`src/cgcv_isqrt.sv`:
```
module cgcv_isqrt #(
  parameter int RW = 25,
  parameter int SW = 1
) (
  input  logic            clk,
  input  logic            rst,
  input  logic            en,
  input  logic            in_valid,
  input  logic [2*RW-1:0] val,
  input  logic [SW-1:0]   in_side,
  output logic            out_valid,
  output logic [RW-1:0]   root,
  output logic [SW-1:0]   out_side
);

  localparam int VW  = 2 * RW;
  localparam int RMW = RW + 2;
  localparam int TW  = RW + 4;

  logic           vld_q  [1:RW];
  logic [RMW-1:0] rem_q  [1:RW];
  logic [RW-1:0]  root_q [1:RW];
  logic [VW-1:0]  low_q  [1:RW];
  logic [SW-1:0]  side_q [1:RW];

  for (genvar s = 0; s < RW; s++) begin : g_stage
    logic [RMW-1:0] c_rem;
    logic [RW-1:0]  c_root;
    logic [VW-1:0]  c_low;
    logic           c_vld;
    logic [SW-1:0]  c_side;
    logic [TW-1:0]  t;
    logic [TW-1:0]  sub;
    logic [TW-1:0]  nt;
    logic           ge;

    if (s == 0) begin : g_head
      assign c_rem  = '0;
      assign c_root = '0;
      assign c_low  = val;
      assign c_vld  = in_valid;
      assign c_side = in_side;
    end else begin : g_body
      assign c_rem  = rem_q[s];
      assign c_root = root_q[s];
      assign c_low  = low_q[s];
      assign c_vld  = vld_q[s];
      assign c_side = side_q[s];
    end

    assign t   = {c_rem, c_low[VW-1 -: 2]};
    assign sub = TW'({c_root, 2'b01});
    assign ge  = (t >= sub);
    assign nt  = ge ? (t - sub) : t;

    always_ff @(posedge clk) begin
      if (rst) begin
        vld_q[s+1] <= 1'b0;
      end else if (en) begin
        vld_q[s+1] <= c_vld;
      end
    end

    always_ff @(posedge clk) begin
      if (en) begin
        rem_q[s+1]  <= nt[RMW-1:0];
        root_q[s+1] <= {c_root[RW-2:0], ge};
        low_q[s+1]  <= {c_low[VW-3:0], 2'b00};
        side_q[s+1] <= c_side;
      end
    end
  end

  assign out_valid = vld_q[RW];
  assign root      = root_q[RW];
  assign out_side  = side_q[RW];

endmodule

```
`config.mk`:
```
export PLATFORM = sky130hd
export DESIGN_NAME = cgcv_isqrt
export DESIGN_NICKNAME = d
export VERILOG_FILES = /design/src/cgcv_isqrt.sv
export SDC_FILE = /design/constraint.sdc
export NUM_CORES = 2
export LEC_CHECK = 0
export BUFFER_PORTS_ARGS = -buffer_cell sky130_fd_sc_hd__buf_2
export CAP_MARGIN = 15
export CORE_UTILIZATION = 63
export DETAILED_ROUTE_END_ITERATION = 10
export PLACE_DENSITY_LB_ADDON = 0.3
export RECOVER_POWER = 25
export REMOVE_ABC_BUFFERS = 1
export SLEW_MARGIN = 20
export SYNTH_ARGS = -nofsm -noshare
export SYNTH_HDL_FRONTEND = slang
export SYNTH_SLANG_ARGS = --single-unit
```
`constraint.sdc`:
```
create_clock -name clk -period 4.55 [get_ports clk]
set_clock_uncertainty 0.15 [all_clocks]
set_input_delay 0.455 -clock clk [delete_from_list [all_inputs] [get_ports clk]]
set_output_delay 0.455 -clock clk [all_outputs]
set_load 0.01 [all_outputs]
```
==> impl_metrics.env <==
export IMPL_crit_chain="inv_1 > ha_1 > o21a_1 > nor2_1 > o31ai_1 > nand2_1 > a21boi_1 > a311oi_2 > buf_4 > inv_1 > buf_4 > mux2_2"
export IMPL_period_share_pct=86.31
export IMPL_slowest_stage="o31ai_1"
export IMPL_root_buffer="clkbuf_16"
export IMPL_synth_area_leaders="edfxtp_1, ha_1, xnor2_1, xor2_1, a21oi_1"
export IMPL_synth_edff_count=1586
export IMPL_synth_seq_area_share_pct=65.37
export IMPL_ys_ff_latch=1586
export IMPL_max_vdd_ir_drop_uv=495.1
export IMPL_syn_area_sq_um=72860
export IMPL_wl_per_cell_um=18.76
export IMPL_syn_to_final_growth_pct=11.65
export IMPL_path_class="register to register"
export IMPL_r2r_start="root_q[8][1]$_DFFE_PP_"
export IMPL_hold_slack_ns=0.07793
export IMPL_antenna_found_initial=1
export IMPL_status="finished, violations left"
export IMPL_tritoncts="yes"
export IMPL_pre_cts_ws_ns=0.7188
export IMPL_critical_path_buf_inv_count=4
export IMPL_failed_checks="design-rule violations"
export IMPL_core_area_sq_um=114500
export IMPL_slew_headroom_pct=34.38
export IMPL_totalPowerFinal_w=0.03955
export IMPL_postLayoutCoreUtil_pct=71.05
export IMPL_drc=4
export IMPL_cp_end_kind="register"
export IMPL_start_kind="register"
export IMPL_fp_dieW_um=342.1
export IMPL_fp_dieH_um=342.1
export IMPL_rsz0062_at_grt="false"
export IMPL_rr_worst_depth=12
export IMPL_hold_end="vld_q[0][6]$_DFFE_PP_"
export IMPL_reg2reg_slack_ns=0.62
export IMPL_min_from="rst"
export IMPL_grt_first_pass_wirelength_um=222200
export IMPL_worst_slack_ns=0.6229
export IMPL_clock_fmax_mhz=254.6
export IMPL_period_needed_ns=3.927
export IMPL_final_hold_viol_count=0
export IMPL_crit_arrival_ns=4.30
export IMPL_final_max_slew_viol_count=0
export IMPL_htreeDepth=4
export IMPL_numCtsBuffers=162
export IMPL_final_antenna_net_count=0
export IMPL_reg2reg_to="rem_q[17][10]$_DFFE_PP_"
export IMPL_io_buffers=81
export IMPL_yosys_warnings=0
export IMPL_power_per_cell_area_nw_per_um2=486.2
export IMPL_hold_depth=3
export IMPL_num_io_pins=82
export IMPL_first_pass_iters=8
export IMPL_fp_row_count=124
export IMPL_synth_avg_cell_area_sq_um=13.24
export IMPL_routed_via_density=5.827
export IMPL_critPathTopFamily="compound AO/OA/AOI/OAI gates"
export IMPL_setup_viol=0
export IMPL_required_ns=4.92
export IMPL_gp_congestion=0.9335
export IMPL_clk_pin_slew_ns=0.06
export IMPL_cts_sinks=1586
export IMPL_netlist_instances=5502
export IMPL_dieArea_sq_um=117000
export IMPL_drive_above_1_share_pct=7.849
export IMPL_final_cell_mix="edfxtp_1, inv_1, nor2_1"
export IMPL_start_util_pct=63.63
export IMPL_dp_hpwl_um=93290
export IMPL_synth_top_flop_cell="edfxtp_1"
export IMPL_overflow=0
export IMPL_grtUsageTotal_pct=23.88
export IMPL_critPathMaxStageDelay_ns=0.67
export IMPL_drt_iter0_drc=3359
export IMPL_final_common_cell="edfxtp_1"
export IMPL_clkLatencyLatePin_ns=0.78
export IMPL_clock_path_buffers=3
export IMPL_synth_top_cell_area_share_pct=65.37
export IMPL_yosysTopAreaCell="edfxtp_1"
export IMPL_nets=6161
export IMPL_wl_um=138800
export IMPL_maxCapViolCount=0
export IMPL_diodes=0
export IMPL_grt_max_degree=183
export IMPL_worstMarginPinSlew_ns=0.9843
export IMPL_yosys_cell_types_count=91
export IMPL_vias=43111
export IMPL_synthArstFlopShare_pct=0
export IMPL_p_leak_nw=31.32
export IMPL_hp_class="primary input to register"
export IMPL_first_global_vias=42961
export IMPL_path_max_fanout=30
worst register-to-register path: stages, from the launching register on:
cell and delay [ns]:
edfxtp_1 0.43, inv_1 0.07, ha_1 0.35, o21a_1 0.14, nor2_1 0.05, o31ai_1 0.68, nand2_1 0.13, a21boi_1 0.42
a311oi_2 0.26, buf_4 0.23, inv_1 0.07, buf_4 0.33, mux2_2 0.39
cells in the mapped netlist, drive strengths merged, types with 77 or more instances:
master	count
clkbuf	77
nand3	95
o21ai	214
a21oi	371
a21o	127
inv	433
nand2	273
xor2	246
xnor2	259
nor4	91
edfxtp	1586
nor3	144
ha	352
nor2	399
final cells by class:
class	count	area, sq um
clock inverter	100	1275
sequential	1586	47630
tap	1512	1892
timing repair buffer	181	1436
clock buffer	196	4203
multi-input combinational	3389	23290
fill	7464	33150
inverter	434	1629
where the power goes:
group / total, W / switching, W / internal (W)
sequential: 0.0193 / 0.00109 / 0.0183
clock: 0.0134 / 0.00567 / 0.00777
combinational: 0.00676 / 0.00385 / 0.00291
total: 0.0395 / 0.0106 / 0.0289
worst max path at each step:
stage / from / end / slack (ns) / depth (start not counted)
6_report: root_q[8][1]$_DFFE_PP_ / rem_q[17][10]$_DFFE_PP_ / 0.62 / 12
3_3_place_gp: rem_q[16][0]$_DFFE_PP_ / rem_q[17][10]$_DFFE_PP_ / 0.50 / 10
3_5_place_dp: root_q[8][1]$_DFFE_PP_ / rem_q[17][11]$_DFFE_PP_ / 0.72 / 12
5_1_grt: rem_q[15][0]$_DFFE_PP_ / rem_q[16][23]$_DFFE_PP_ / 0.37 / 10
4_1_cts: rem_q[15][0]$_DFFE_PP_ / rem_q[16][23]$_DFFE_PP_ / 0.62 / 10
2_1_floorplan: rem_q[18][4]$_DFFE_PP_ / rem_q[19][22]$_DFFE_PP_ / -0.21 / 10
metrics by stage:
stage,setup TNS [ns],instance area (sq um),cells
global route,0,81350,7398
finish,0,81350,7398
floorplan,-0.6101,72500,5409
CTS,0,81350,7398
global placement,0,75320,7047
detailed placement,0,75330,7048
timing repair:
| action | 4_1_cts | 5_1_grt |
|---|---|---|
| setup buffers | 0 | 0 |
| hold endpoints to repair | 54 | 0 |
| hold buffers | 54 | 0 |
| resized for setup | 0 | 0 |
per-layer routing:
| layer | track usage [%] | part of all wire [%] |
|---|---|---|
| met5 | 0 | 0.019 |
| met4 | 8.984 | 3.2 |
| met1 | 30.88 | 42 |
| met2 | 40.72 | 50 |
| met3 | 3.823 | 5.1 |
cell families after synthesis:
family                     Yosys count  synth area share, %
buffers and inverters              527                2.734
other                                1             0.005147
xor gates and xnor gates           505                6.071
DFF                               1586                65.37
AOI/OAI and AO/OA                 1031                8.842
adders and majority gates          352                6.045
muxes                               74                1.137
and+or+nand+nor                   1426                9.800
sequential cells by signal, indices dropped and copies added (netlist names):
name    flops
vld_q      25
side_q     25
root_q    325
rem_q     611
low_q     600
(Power assumes the default switching activity.)
