**src/cgcv_rdiv.sv**
```systemverilog
module cgcv_rdiv #(
  parameter int LANES = 1,
  parameter int QW    = 25,
  parameter int DW    = 11,
  parameter int SW    = 1
) (
  input  logic                           clk,
  input  logic                           rst,
  input  logic                           en,
  input  logic                           in_valid,
  input  logic [LANES-1:0][QW+DW-1:0]    num,
  input  logic [LANES-1:0][DW-1:0]       div,
  input  logic [SW-1:0]                  in_side,
  output logic                           out_valid,
  output logic [LANES-1:0][QW-1:0]       quo,
  output logic [SW-1:0]                  out_side
);

  logic                        vld_q  [1:QW];
  logic [LANES-1:0][DW-1:0]    rem_q  [1:QW];
  logic [LANES-1:0][DW-1:0]    dv_q   [1:QW];
  logic [LANES-1:0][QW-1:0]    low_q  [1:QW];
  logic [SW-1:0]               side_q [1:QW];

  for (genvar s = 0; s < QW; s++) begin : g_stage
    logic [LANES-1:0][DW-1:0] c_rem;
    logic [LANES-1:0][DW-1:0] c_dv;
    logic [LANES-1:0][DW-1:0] n_rem;
    logic [LANES-1:0][QW-1:0] c_low;
    logic [LANES-1:0][QW-1:0] n_low;
    logic                     c_vld;
    logic [SW-1:0]            c_side;

    if (s == 0) begin : g_head
      always_comb begin
        for (int l = 0; l < LANES; l++) begin
          c_rem[l] = num[l][QW+DW-1:QW];
          c_low[l] = num[l][QW-1:0];
        end
      end
      assign c_dv   = div;
      assign c_vld  = in_valid;
      assign c_side = in_side;
    end else begin : g_body
      assign c_rem  = rem_q[s];
      assign c_low  = low_q[s];
      assign c_dv   = dv_q[s];
      assign c_vld  = vld_q[s];
      assign c_side = side_q[s];
    end

    always_comb begin
      logic [DW:0] t;
      logic [DW:0] nt;
      for (int l = 0; l < LANES; l++) begin
        t  = {c_rem[l], c_low[l][QW-1]};
        nt = t - {1'b0, c_dv[l]};
        if (t >= {1'b0, c_dv[l]}) begin
          n_rem[l] = nt[DW-1:0];
          n_low[l] = {c_low[l][QW-2:0], 1'b1};
        end else begin
          n_rem[l] = t[DW-1:0];
          n_low[l] = {c_low[l][QW-2:0], 1'b0};
        end
      end
    end

    always_ff @(posedge clk) begin
      if (rst) begin
        vld_q[s+1] <= 1'b0;
      end else if (en) begin
        vld_q[s+1] <= c_vld;
      end
    end

    always_ff @(posedge clk) begin
      if (en) begin
        rem_q[s+1]  <= n_rem;
        low_q[s+1]  <= n_low;
        dv_q[s+1]   <= c_dv;
        side_q[s+1] <= c_side;
      end
    end
  end

  assign out_valid = vld_q[QW];
  assign quo       = low_q[QW];
  assign out_side  = side_q[QW];

endmodule

```
**config.mk**
```make
export PLATFORM = sky130hd
export DESIGN_NAME = cgcv_rdiv
export DESIGN_NICKNAME = d
export VERILOG_FILES = /design/src/cgcv_rdiv.sv
export SDC_FILE = /design/constraint.sdc
export NUM_CORES = 1
export LEC_CHECK = 0
export BUFFER_PORTS_ARGS = -buffer_cell sky130_fd_sc_hd__clkbuf_2
export CORE_MARGIN = 3
export CORE_UTILIZATION = 55
export CTS_CLUSTER_DIAMETER = 60
export DETAILED_ROUTE_END_ITERATION = 8
export GPL_ROUTABILITY_DRIVEN = 0
export PLACE_DENSITY = 0.71
export SLEW_MARGIN = 20
export SYNTH_ARGS = -nofsm -noshare
export SYNTH_HDL_FRONTEND = slang
export SYNTH_SLANG_ARGS = --single-unit
```
**constraint.sdc**
```tcl
create_clock -name clk -period 3.4 [get_ports clk]
set_clock_uncertainty 0.05 [all_clocks]
set_input_delay 0.17 -clock clk [delete_from_list [all_inputs] [get_ports clk]]
set_output_delay 0.17 -clock clk [all_outputs]
set_load 0.005 [all_outputs]
```
==> results of run 1 <==
==> power breakdown <==
part           switching (mW)  total [mW]  internal (mW)
registers                1.34        21.2           19.9
clock network            5.42        13.6           8.18
logic                    7.68        15.0           7.33
total                    14.4        49.8           35.4
==> kinds of logic after synthesis <==
kind of cell             after synthesis
flip-flops                          1203
adder cells (fa/ha/maj)              299
AO/OA/AOI/OAI                        589
AND/OR/NAND/NOR                      518
multiplexers                         254
buffers and inverters                367
XOR/XNOR                             167
==> sequential cells by signal (all words and copies together) (netlist names) <==
| register | flops |
|---|---|
| vld_q | 25 |
| side_q | 25 |
| dv_q | 264 |
| low_q | 625 |
| rem_q | 264 |
==> layout make-up <==
type	instances	area (sq um)
Clock inverter	72	659
Multi-Input combinational cell	1827	14600
Fill cell	6872	34400
Clock buffer	161	3520
Tap cell	1254	1570
Sequential cell	1203	36100
Inverter	337	1260
Antenna cell	1	2.50
Timing Repair Buffer	192	1550
==> placed cells by master (no fill, tap or decap), drive strengths merged, types with 64 or more instances in the layout <==
| cell | synthesis | final |
|---|---|---|
| o21ai | 133 | 133 |
| ha | 275 | 275 |
| a21oi | 212 | 212 |
| edfxtp | 1203 | 1203 |
| mux2 | 205 | 205 |
| buf | 24 | 64 |
| clkbuf | 6 | 238 |
| xnor2 | 131 | 131 |
| inv | 337 | 344 |
| nand2 | 133 | 133 |
| nor2 | 150 | 150 |
==> worst register-to-register path, cell delays in order (launching register included) <==
cell and delay [ps]:
sky130_fd_sc_hd__edfxtp_1 540, sky130_fd_sc_hd__ha_1 290, sky130_fd_sc_hd__fa_1 420, sky130_fd_sc_hd__nor2b_1 140
sky130_fd_sc_hd__o21ai_1 80, sky130_fd_sc_hd__nand2b_2 120, sky130_fd_sc_hd__a41o_1 150, sky130_fd_sc_hd__a21oi_2 80
sky130_fd_sc_hd__o31ai_2 220, sky130_fd_sc_hd__buf_4 250, sky130_fd_sc_hd__mux2_1 400
==> layer usage <==
| metal | part of all wire | routed length (microns) | vias up |
|---|---|---|---|
| met5 | 0 | 0 | - |
| met4 | 0.027 | 2230 | 0 |
| met3 | 0.042 | 3440 | 168 |
| met2 | 0.47 | 38800 | 547 |
| met1 | 0.46 | 37900 | 12900 |
| li1 | - | - | 13300 |
==> timing repair <==
action	in CTS	in global routing
hold buffers	51	0
hold endpoints to repair	114	0
setup endpoints to repair	0	0
==> path summary, 6_finish.rpt <==
check	to	depth (start not counted)
min reg2reg	low_q[0][180]$_DFFE_PP_	0
max reg2reg	rem_q[0][85]$_DFFE_PP_	10
max	rem_q[0][85]$_DFFE_PP_	10
min	low_q[0][42]$_DFFE_PP_	2
==> results by group, run 1 <==
Global routing
  – Top Usage Layer GRT: met2
  – First-pass GRT wire length: 134 mm
  – Global routing usage summed across all routing layers: 0.169
  – Largest net degree at the start of global routing: 118
  – Via count of the first global-routing pass: 26400
  – Met3 Resource Use GR: 0.0308
  – M1 GR Usage: 0.233
  – Initial antenna violation count: 0
  – Residual overflow from global routing: 0
  – Met2 Track Usage GR: 0.272

Timing
  – Final setup viols: 0
  – Achievable Freq: 330 MHz
  – Part of the cycle the worst path needs: 0.890
  – Worst rel slew slack: 0.546
  – Final WS setup: 373 ps
  – Unrepaired setup endpoints after global routing: false
  – Period minus WS final: 3030 ps
  – Number of pins exceeding their max-slew limit in the final report: 0
  – Final hold violation count: 0
  – Setup Total Neg Slack: 0 ps
  – Least-Margin Pin Slew: 681 ps
  – Worst hold slack after final layout: 117 ps

Synth
  – Top cells by count, synth: 1203 x sky130_fd_sc_hd__edfxtp_1, 337 x sky130_fd_sc_hd__inv_1, 275 x sky130_fd_sc_hd__ha_1
  – Dominant cell by count in the synthesized netlist: sky130_fd_sc_hd__edfxtp_1
  – Number of distinct library cell variants in the gate-level netlist after synthesis: 62
  – Async set-or-reset flop fraction in the synthesized netlist: 0
  – Post-synth design cell area: 0.0522 sq mm
  – Area fraction in and, or, nand and nor cells after synthesis: 0.0485
  – Share of synthesized area occupied by flip-flops and latches: 0.692
  – Post-synthesis compound-gate area fraction: 0.0733
  – Gate count after technology mapping: 3397
  – Synthesized-area fraction occupied by xor and xnor cells: 0.0280
  – Number of synthesized flops with an enable pin: 1203
  – Top cells by area, synth: sky130_fd_sc_hd__edfxtp_1 69%, sky130_fd_sc_hd__ha_1 6.6%, sky130_fd_sc_hd__mux2_1 2.7%
  – Area leader, netlist: sky130_fd_sc_hd__edfxtp_1
  – Mapped Nets: 3748
  – Synthesized-area fraction occupied by adder cells: 0.0751
  – Flip-flop and latch count after synthesis: 1203
  – Average cell area after synthesis: 15.4 sq um
  – Multiplexer area fraction after synthesis: 0.0551
  – Main combinational cell family by area after synthesis: adder cells
  – Synth warnings: 0
  – Portion of synthesized cell area occupied by the leading cell type: 0.692
  – Top_reg_cell synth: sky130_fd_sc_hd__edfxtp_1

Worst setup path
  – Longest individual stage delay on the worst path: 540 ps
  – Critical Path End Type: flop
  – Buffers plus inverters on the worst setup path: 1
  – Largest fanout of any net on the critical path: 12
  – Worst setup SP type: flop
  – Startpoint of the worst setup timing path: dv_q[0][66]$_DFFE_PP_
  – Arrival time of data at the critical path endpoint: 3410 ps
  – Reg2reg start: dv_q[0][66]$_DFFE_PP_
  – Slowest library cell on the worst path: sky130_fd_sc_hd__edfxtp_1
  – Ordered cell list for the critical path: ha_1 > fa_1 > nor2b_1 > o21ai_1 > nand2b_2 > a41o_1 > a21oi_2 > o31ai_2 > buf_4 > mux2_1
  – Reg-to-reg setup timing slack: 370 ps
  – Classification of the worst setup path: reg -> reg
  – Required time worst endpoint: 3780 ps
  – Kind of cell adding the most delay to the critical path: adder cells

Die
  – Placeable Area: 0.0937 sq mm
  – # IOs: 79
  – Die Outline Area: 0.0987 sq mm
  – Std cell rows: 112
  – Die X: 314 microns
  – Chip Height: 314 microns
  – Starting density of the core: 0.557

Layout
  – Utilization after layout: 0.633
  – Final Net Count: 4042
  – Area of all placed cells without fillers: 0.0593 sq mm
  – Area added between synthesis and finish: 13.5%
  – Share of post-route cells with drive strength above 1: 0.117
  – Count of non-filler cells in the finished layout: 5047

Flow run
  – Count of maximum capacitance violations: 0

Detailed routing
  – Total number of vias: 27000
  – Routed vias/inst: 5.34
  – Average routed wire per standard cell: 16.3 microns
  – Total Routed Length: 82.4 mm
  – Number of design rule violations left after detail routing: 0
  – 1st-iter DRT viols: 2050
  – Drt first pass iters: 5
  – ANT nets after route: 0

Clocking
  – Number of gates resized after CTS: 0
  – Maximum clock path buffer count: 3
  – Clk sinks: 1203
  – H-Tree Depth: 4
  – Skew-Pair Late Insertion Delay: 710 ps
  – Reg clk slew, reported paths: 60 ps
  – TritonCTS clock tree: built
  – Post-CTS setup repair buffer count: 0
  – Root buffer cell: sky130_fd_sc_hd__clkbuf_16
  – Number of buffers created by CTS: 130

Status
  – Run status: finished clean

Power and ir drop
  – Leakage power figure: 22.9 nW
  – Power density of the placed cells: 840 mW/mm^2
  – Final Power: 49.8 mW
  – Peak ir drop on the vdd network: 0.436 mV

Placement
  – Estimated wirelength of the detail-placed design: 55.4 mm
  – Number of I/O port buffers: 78
  – Cell Count Post-Placement: 4762
  – Worst setup slack before clock tree synthesis: 432 ps
  – Post-DP Area: 0.0546 sq mm

Hold path
  – Hold Crit Start: num[16]
  – Path class of the lowest-slack min-delay path: in -> reg
(Power assumes the default switching activity.)
==> run 2: changes to the inputs <==
Settings changed: MAX_ROUTING_LAYER set to met4, PLACE_DENSITY 0.71 to not set, PLACE_DENSITY_LB_ADDON set to 0.25.
==> results by group, run 2 (synthesized netlist as in run 1, its figures left out) <==
Clocking
  – H-Tree Depth: 4 (unchanged)
  – TritonCTS clock tree: built (unchanged)
  – Maximum clock path buffer count: 3 (unchanged)
  – Skew-Pair Late Insertion Delay: 720 ps (was 710 ps)
  – Clk sinks: 1203 (unchanged)
  – Number of hold buffers added after CTS: 52 (was 51)
  – Reg clk slew, reported paths: 60 ps (about the same)
  – Post-CTS setup repair buffer count: 0 (unchanged)
  – Number of buffers created by CTS: 130 (unchanged)
  – Number of gates resized after CTS: 0 (unchanged)
  – Root buffer cell: sky130_fd_sc_hd__clkbuf_16 (unchanged)

Die
  – # IOs: 79 (unchanged)
  – Chip Height: 314 microns (unchanged)
  – Std cell rows: 112 (unchanged)
  – Die Outline Area: 0.0987 sq mm (unchanged)
  – Placeable Area: 0.0937 sq mm (unchanged)
  – Die X: 314 microns (unchanged)
  – Starting density of the core: 0.557 (unchanged)

Worst setup path
  – Worst setup SP type: flop (unchanged)
  – Critical Path End Type: flop (unchanged)
  – Largest fanout of any net on the critical path: 12 (unchanged)
  – Startpoint of the worst setup timing path: dv_q[2][22]$_DFFE_PP_ (was dv_q[0][66]$_DFFE_PP_)
  – R2r worst-path depth: 10 (unchanged)
  – Reg2reg start: dv_q[2][22]$_DFFE_PP_ (was dv_q[0][66]$_DFFE_PP_)
  – Classification of the worst setup path: reg -> reg (unchanged)
  – Required time worst endpoint: 3820 ps (was 3780 ps)
  – Arrival time of data at the critical path endpoint: 3370 ps (was 3410 ps)

Placement
  – Worst setup slack before clock tree synthesis: 475 ps (was 432 ps)
  – Number of I/O port buffers: 78 (unchanged)
  – Estimated wirelength of the detail-placed design: 55.1 mm (was 55.4 mm)
  – Cell Count Post-Placement: 4748 (was 4762)

Global routing
  – Via count of the first global-routing pass: 26800 (was 26400)
  – First-pass GRT wire length: 135 mm (was 134 mm)
  – Residual overflow from global routing: 0 (unchanged)
  – Global routing usage summed across all routing layers: 0.175 (was 0.169)
  – Largest net degree at the start of global routing: 129 (was 118)
  – Initial antenna violation count: 0 (unchanged)

Layout
  – Share of post-route cells with drive strength above 1: 0.116 (was 0.117)
  – Biggest regs: low_q: 625 flops, dv_q: 264 flops, rem_q: 264 flops (unchanged)
  – Register ranked first by flip-flop count: low_q (unchanged)
  – Count of non-filler cells in the finished layout: 5033 (was 5047)
  – Area added between synthesis and finish: 13.2% (was 13.5%)
  – Final Net Count: 4029 (was 4042)
  – Commonest non-fill, non-tap cells in the layout: 1203 x sky130_fd_sc_hd__edfxtp_1, 337 x sky130_fd_sc_hd__inv_1, 275 x sky130_fd_sc_hd__ha_1 (unchanged)
  – Max FFs per register: 625 (unchanged)
  – Most common cell after layout, fill and taps aside: sky130_fd_sc_hd__edfxtp_1 (unchanged)
  – Fill cell count: 6743 (was 6872)

Detailed routing
  – Total number of vias: 27000 (about the same)
  – Routed vias/inst: 5.37 (was 5.34)
  – Number of design rule violations left after detail routing: 0 (unchanged)
  – 1st-iter DRT viols: 1878 (was 2050)
  – Average routed wire per standard cell: 16.4 microns (was 16.3 microns)
  – Drt first pass iters: 5 (unchanged)
  – ANT nets after route: 0 (unchanged)
  – Total Routed Length: 82.3 mm (was 82.4 mm)

Timing
  – Part of the cycle the worst path needs: 0.868 (was 0.890)
  – Achievable Freq: 339 MHz (was 330 MHz)
  – Final WS setup: 448 ps (was 373 ps)
  – Number of pins exceeding their max-slew limit in the final report: 0 (unchanged)
  – Worst rel slew slack: 0.549 (was 0.546)
  – Setup Total Neg Slack: 0 ps (unchanged)
  – Final setup viols: 0 (unchanged)
  – Unrepaired setup endpoints after global routing: false (unchanged)
  – Final hold violation count: 0 (unchanged)
  – Period minus WS final: 2950 ps (was 3030 ps)
  – Least-Margin Pin Slew: 677 ps (was 681 ps)

Hold path
  – Path class of the lowest-slack min-delay path: in -> reg (unchanged)
  – Worst hold stages: 2 (unchanged)
  – Hold Crit Start: num[19] (was num[16])

Status
  – Run status: finished clean (unchanged)

Power and ir drop
  – Peak ir drop on the vdd network: 0.491 mV (was 0.436 mV)
  – Final Power: 49.7 mW (was 49.8 mW)
  – Leakage power figure: 22.8 nW (was 22.9 nW)
  – Power density of the placed cells: 840 mW/mm^2 (about the same)

Flow run
  – Count of maximum capacitance violations: 0 (unchanged)
-- run 2: cell count changes in the layout (fill, tap and decap cells not counted), sizes merged, moves of 4 or more --
cell / delta
buf: -14
clkbuf: -9
clkinv: +4
inv: +4
-- run 2: worst max-delay path, cell delays in order, from the launching register on --
cell and delay [ps]:
sky130_fd_sc_hd__edfxtp_1 490, sky130_fd_sc_hd__ha_1 260, sky130_fd_sc_hd__fa_1 410, sky130_fd_sc_hd__nor2b_1 160
sky130_fd_sc_hd__o21ai_1 80, sky130_fd_sc_hd__nand2b_1 180, sky130_fd_sc_hd__a41o_1 150, sky130_fd_sc_hd__a21oi_1 90
sky130_fd_sc_hd__o31ai_2 220, sky130_fd_sc_hd__buf_4 260, sky130_fd_sc_hd__mux2_2 360
-- run 2: final timing paths --
kind         slack (ps)                      end
max reg2reg         450   rem_q[2][35]$_DFFE_PP_
min reg2reg         360  low_q[2][129]$_DFFE_PP_
min                 120   low_q[0][45]$_DFFE_PP_
max                 450   rem_q[2][35]$_DFFE_PP_
-- run 2: power breakdown --
group	internal, mW	switching, mW
clock network	7.94	5.53
registers	19.9	1.33
logic	7.30	7.70
total	35.1	14.6
-- run 2: final cells by class --
cell class / instances / area, sq um / share of cell area
Inverter: 337 / 1260 / 0.0214
Multi-Input combinational cell: 1827 / 14600 / 0.247
Sequential cell: 1203 / 36100 / 0.611
Timing Repair Buffer: 179 / 1410 / 0.0239
Clock inverter: 80 / 713 / 0.0121
Clock buffer: 152 / 3400 / 0.0575
Antenna cell: 1 / 2.50 / 0.0000423
Tap cell: 1254 / 1570 / 0.0265
-- run 2: through the flow --
stage	hold WS, ps	util	cell area [sq um]
final	124	0.630	59100
after global routing	81.9	0.630	59100
after CTS	57.9	0.630	59100
after detailed placement	299	0.581	54500
after global placement	296	0.581	54500
after floorplan	219	-	52200
-- run 2: routing by layer --
layer  GRT usage  vias to the layer above  share of wire
li1            -                    13300              -
met1       0.223                    13000           0.44
met2       0.280                      533           0.48
met3      0.0340                      176          0.045
met4      0.0672                        0          0.030
met5           -                        -              0
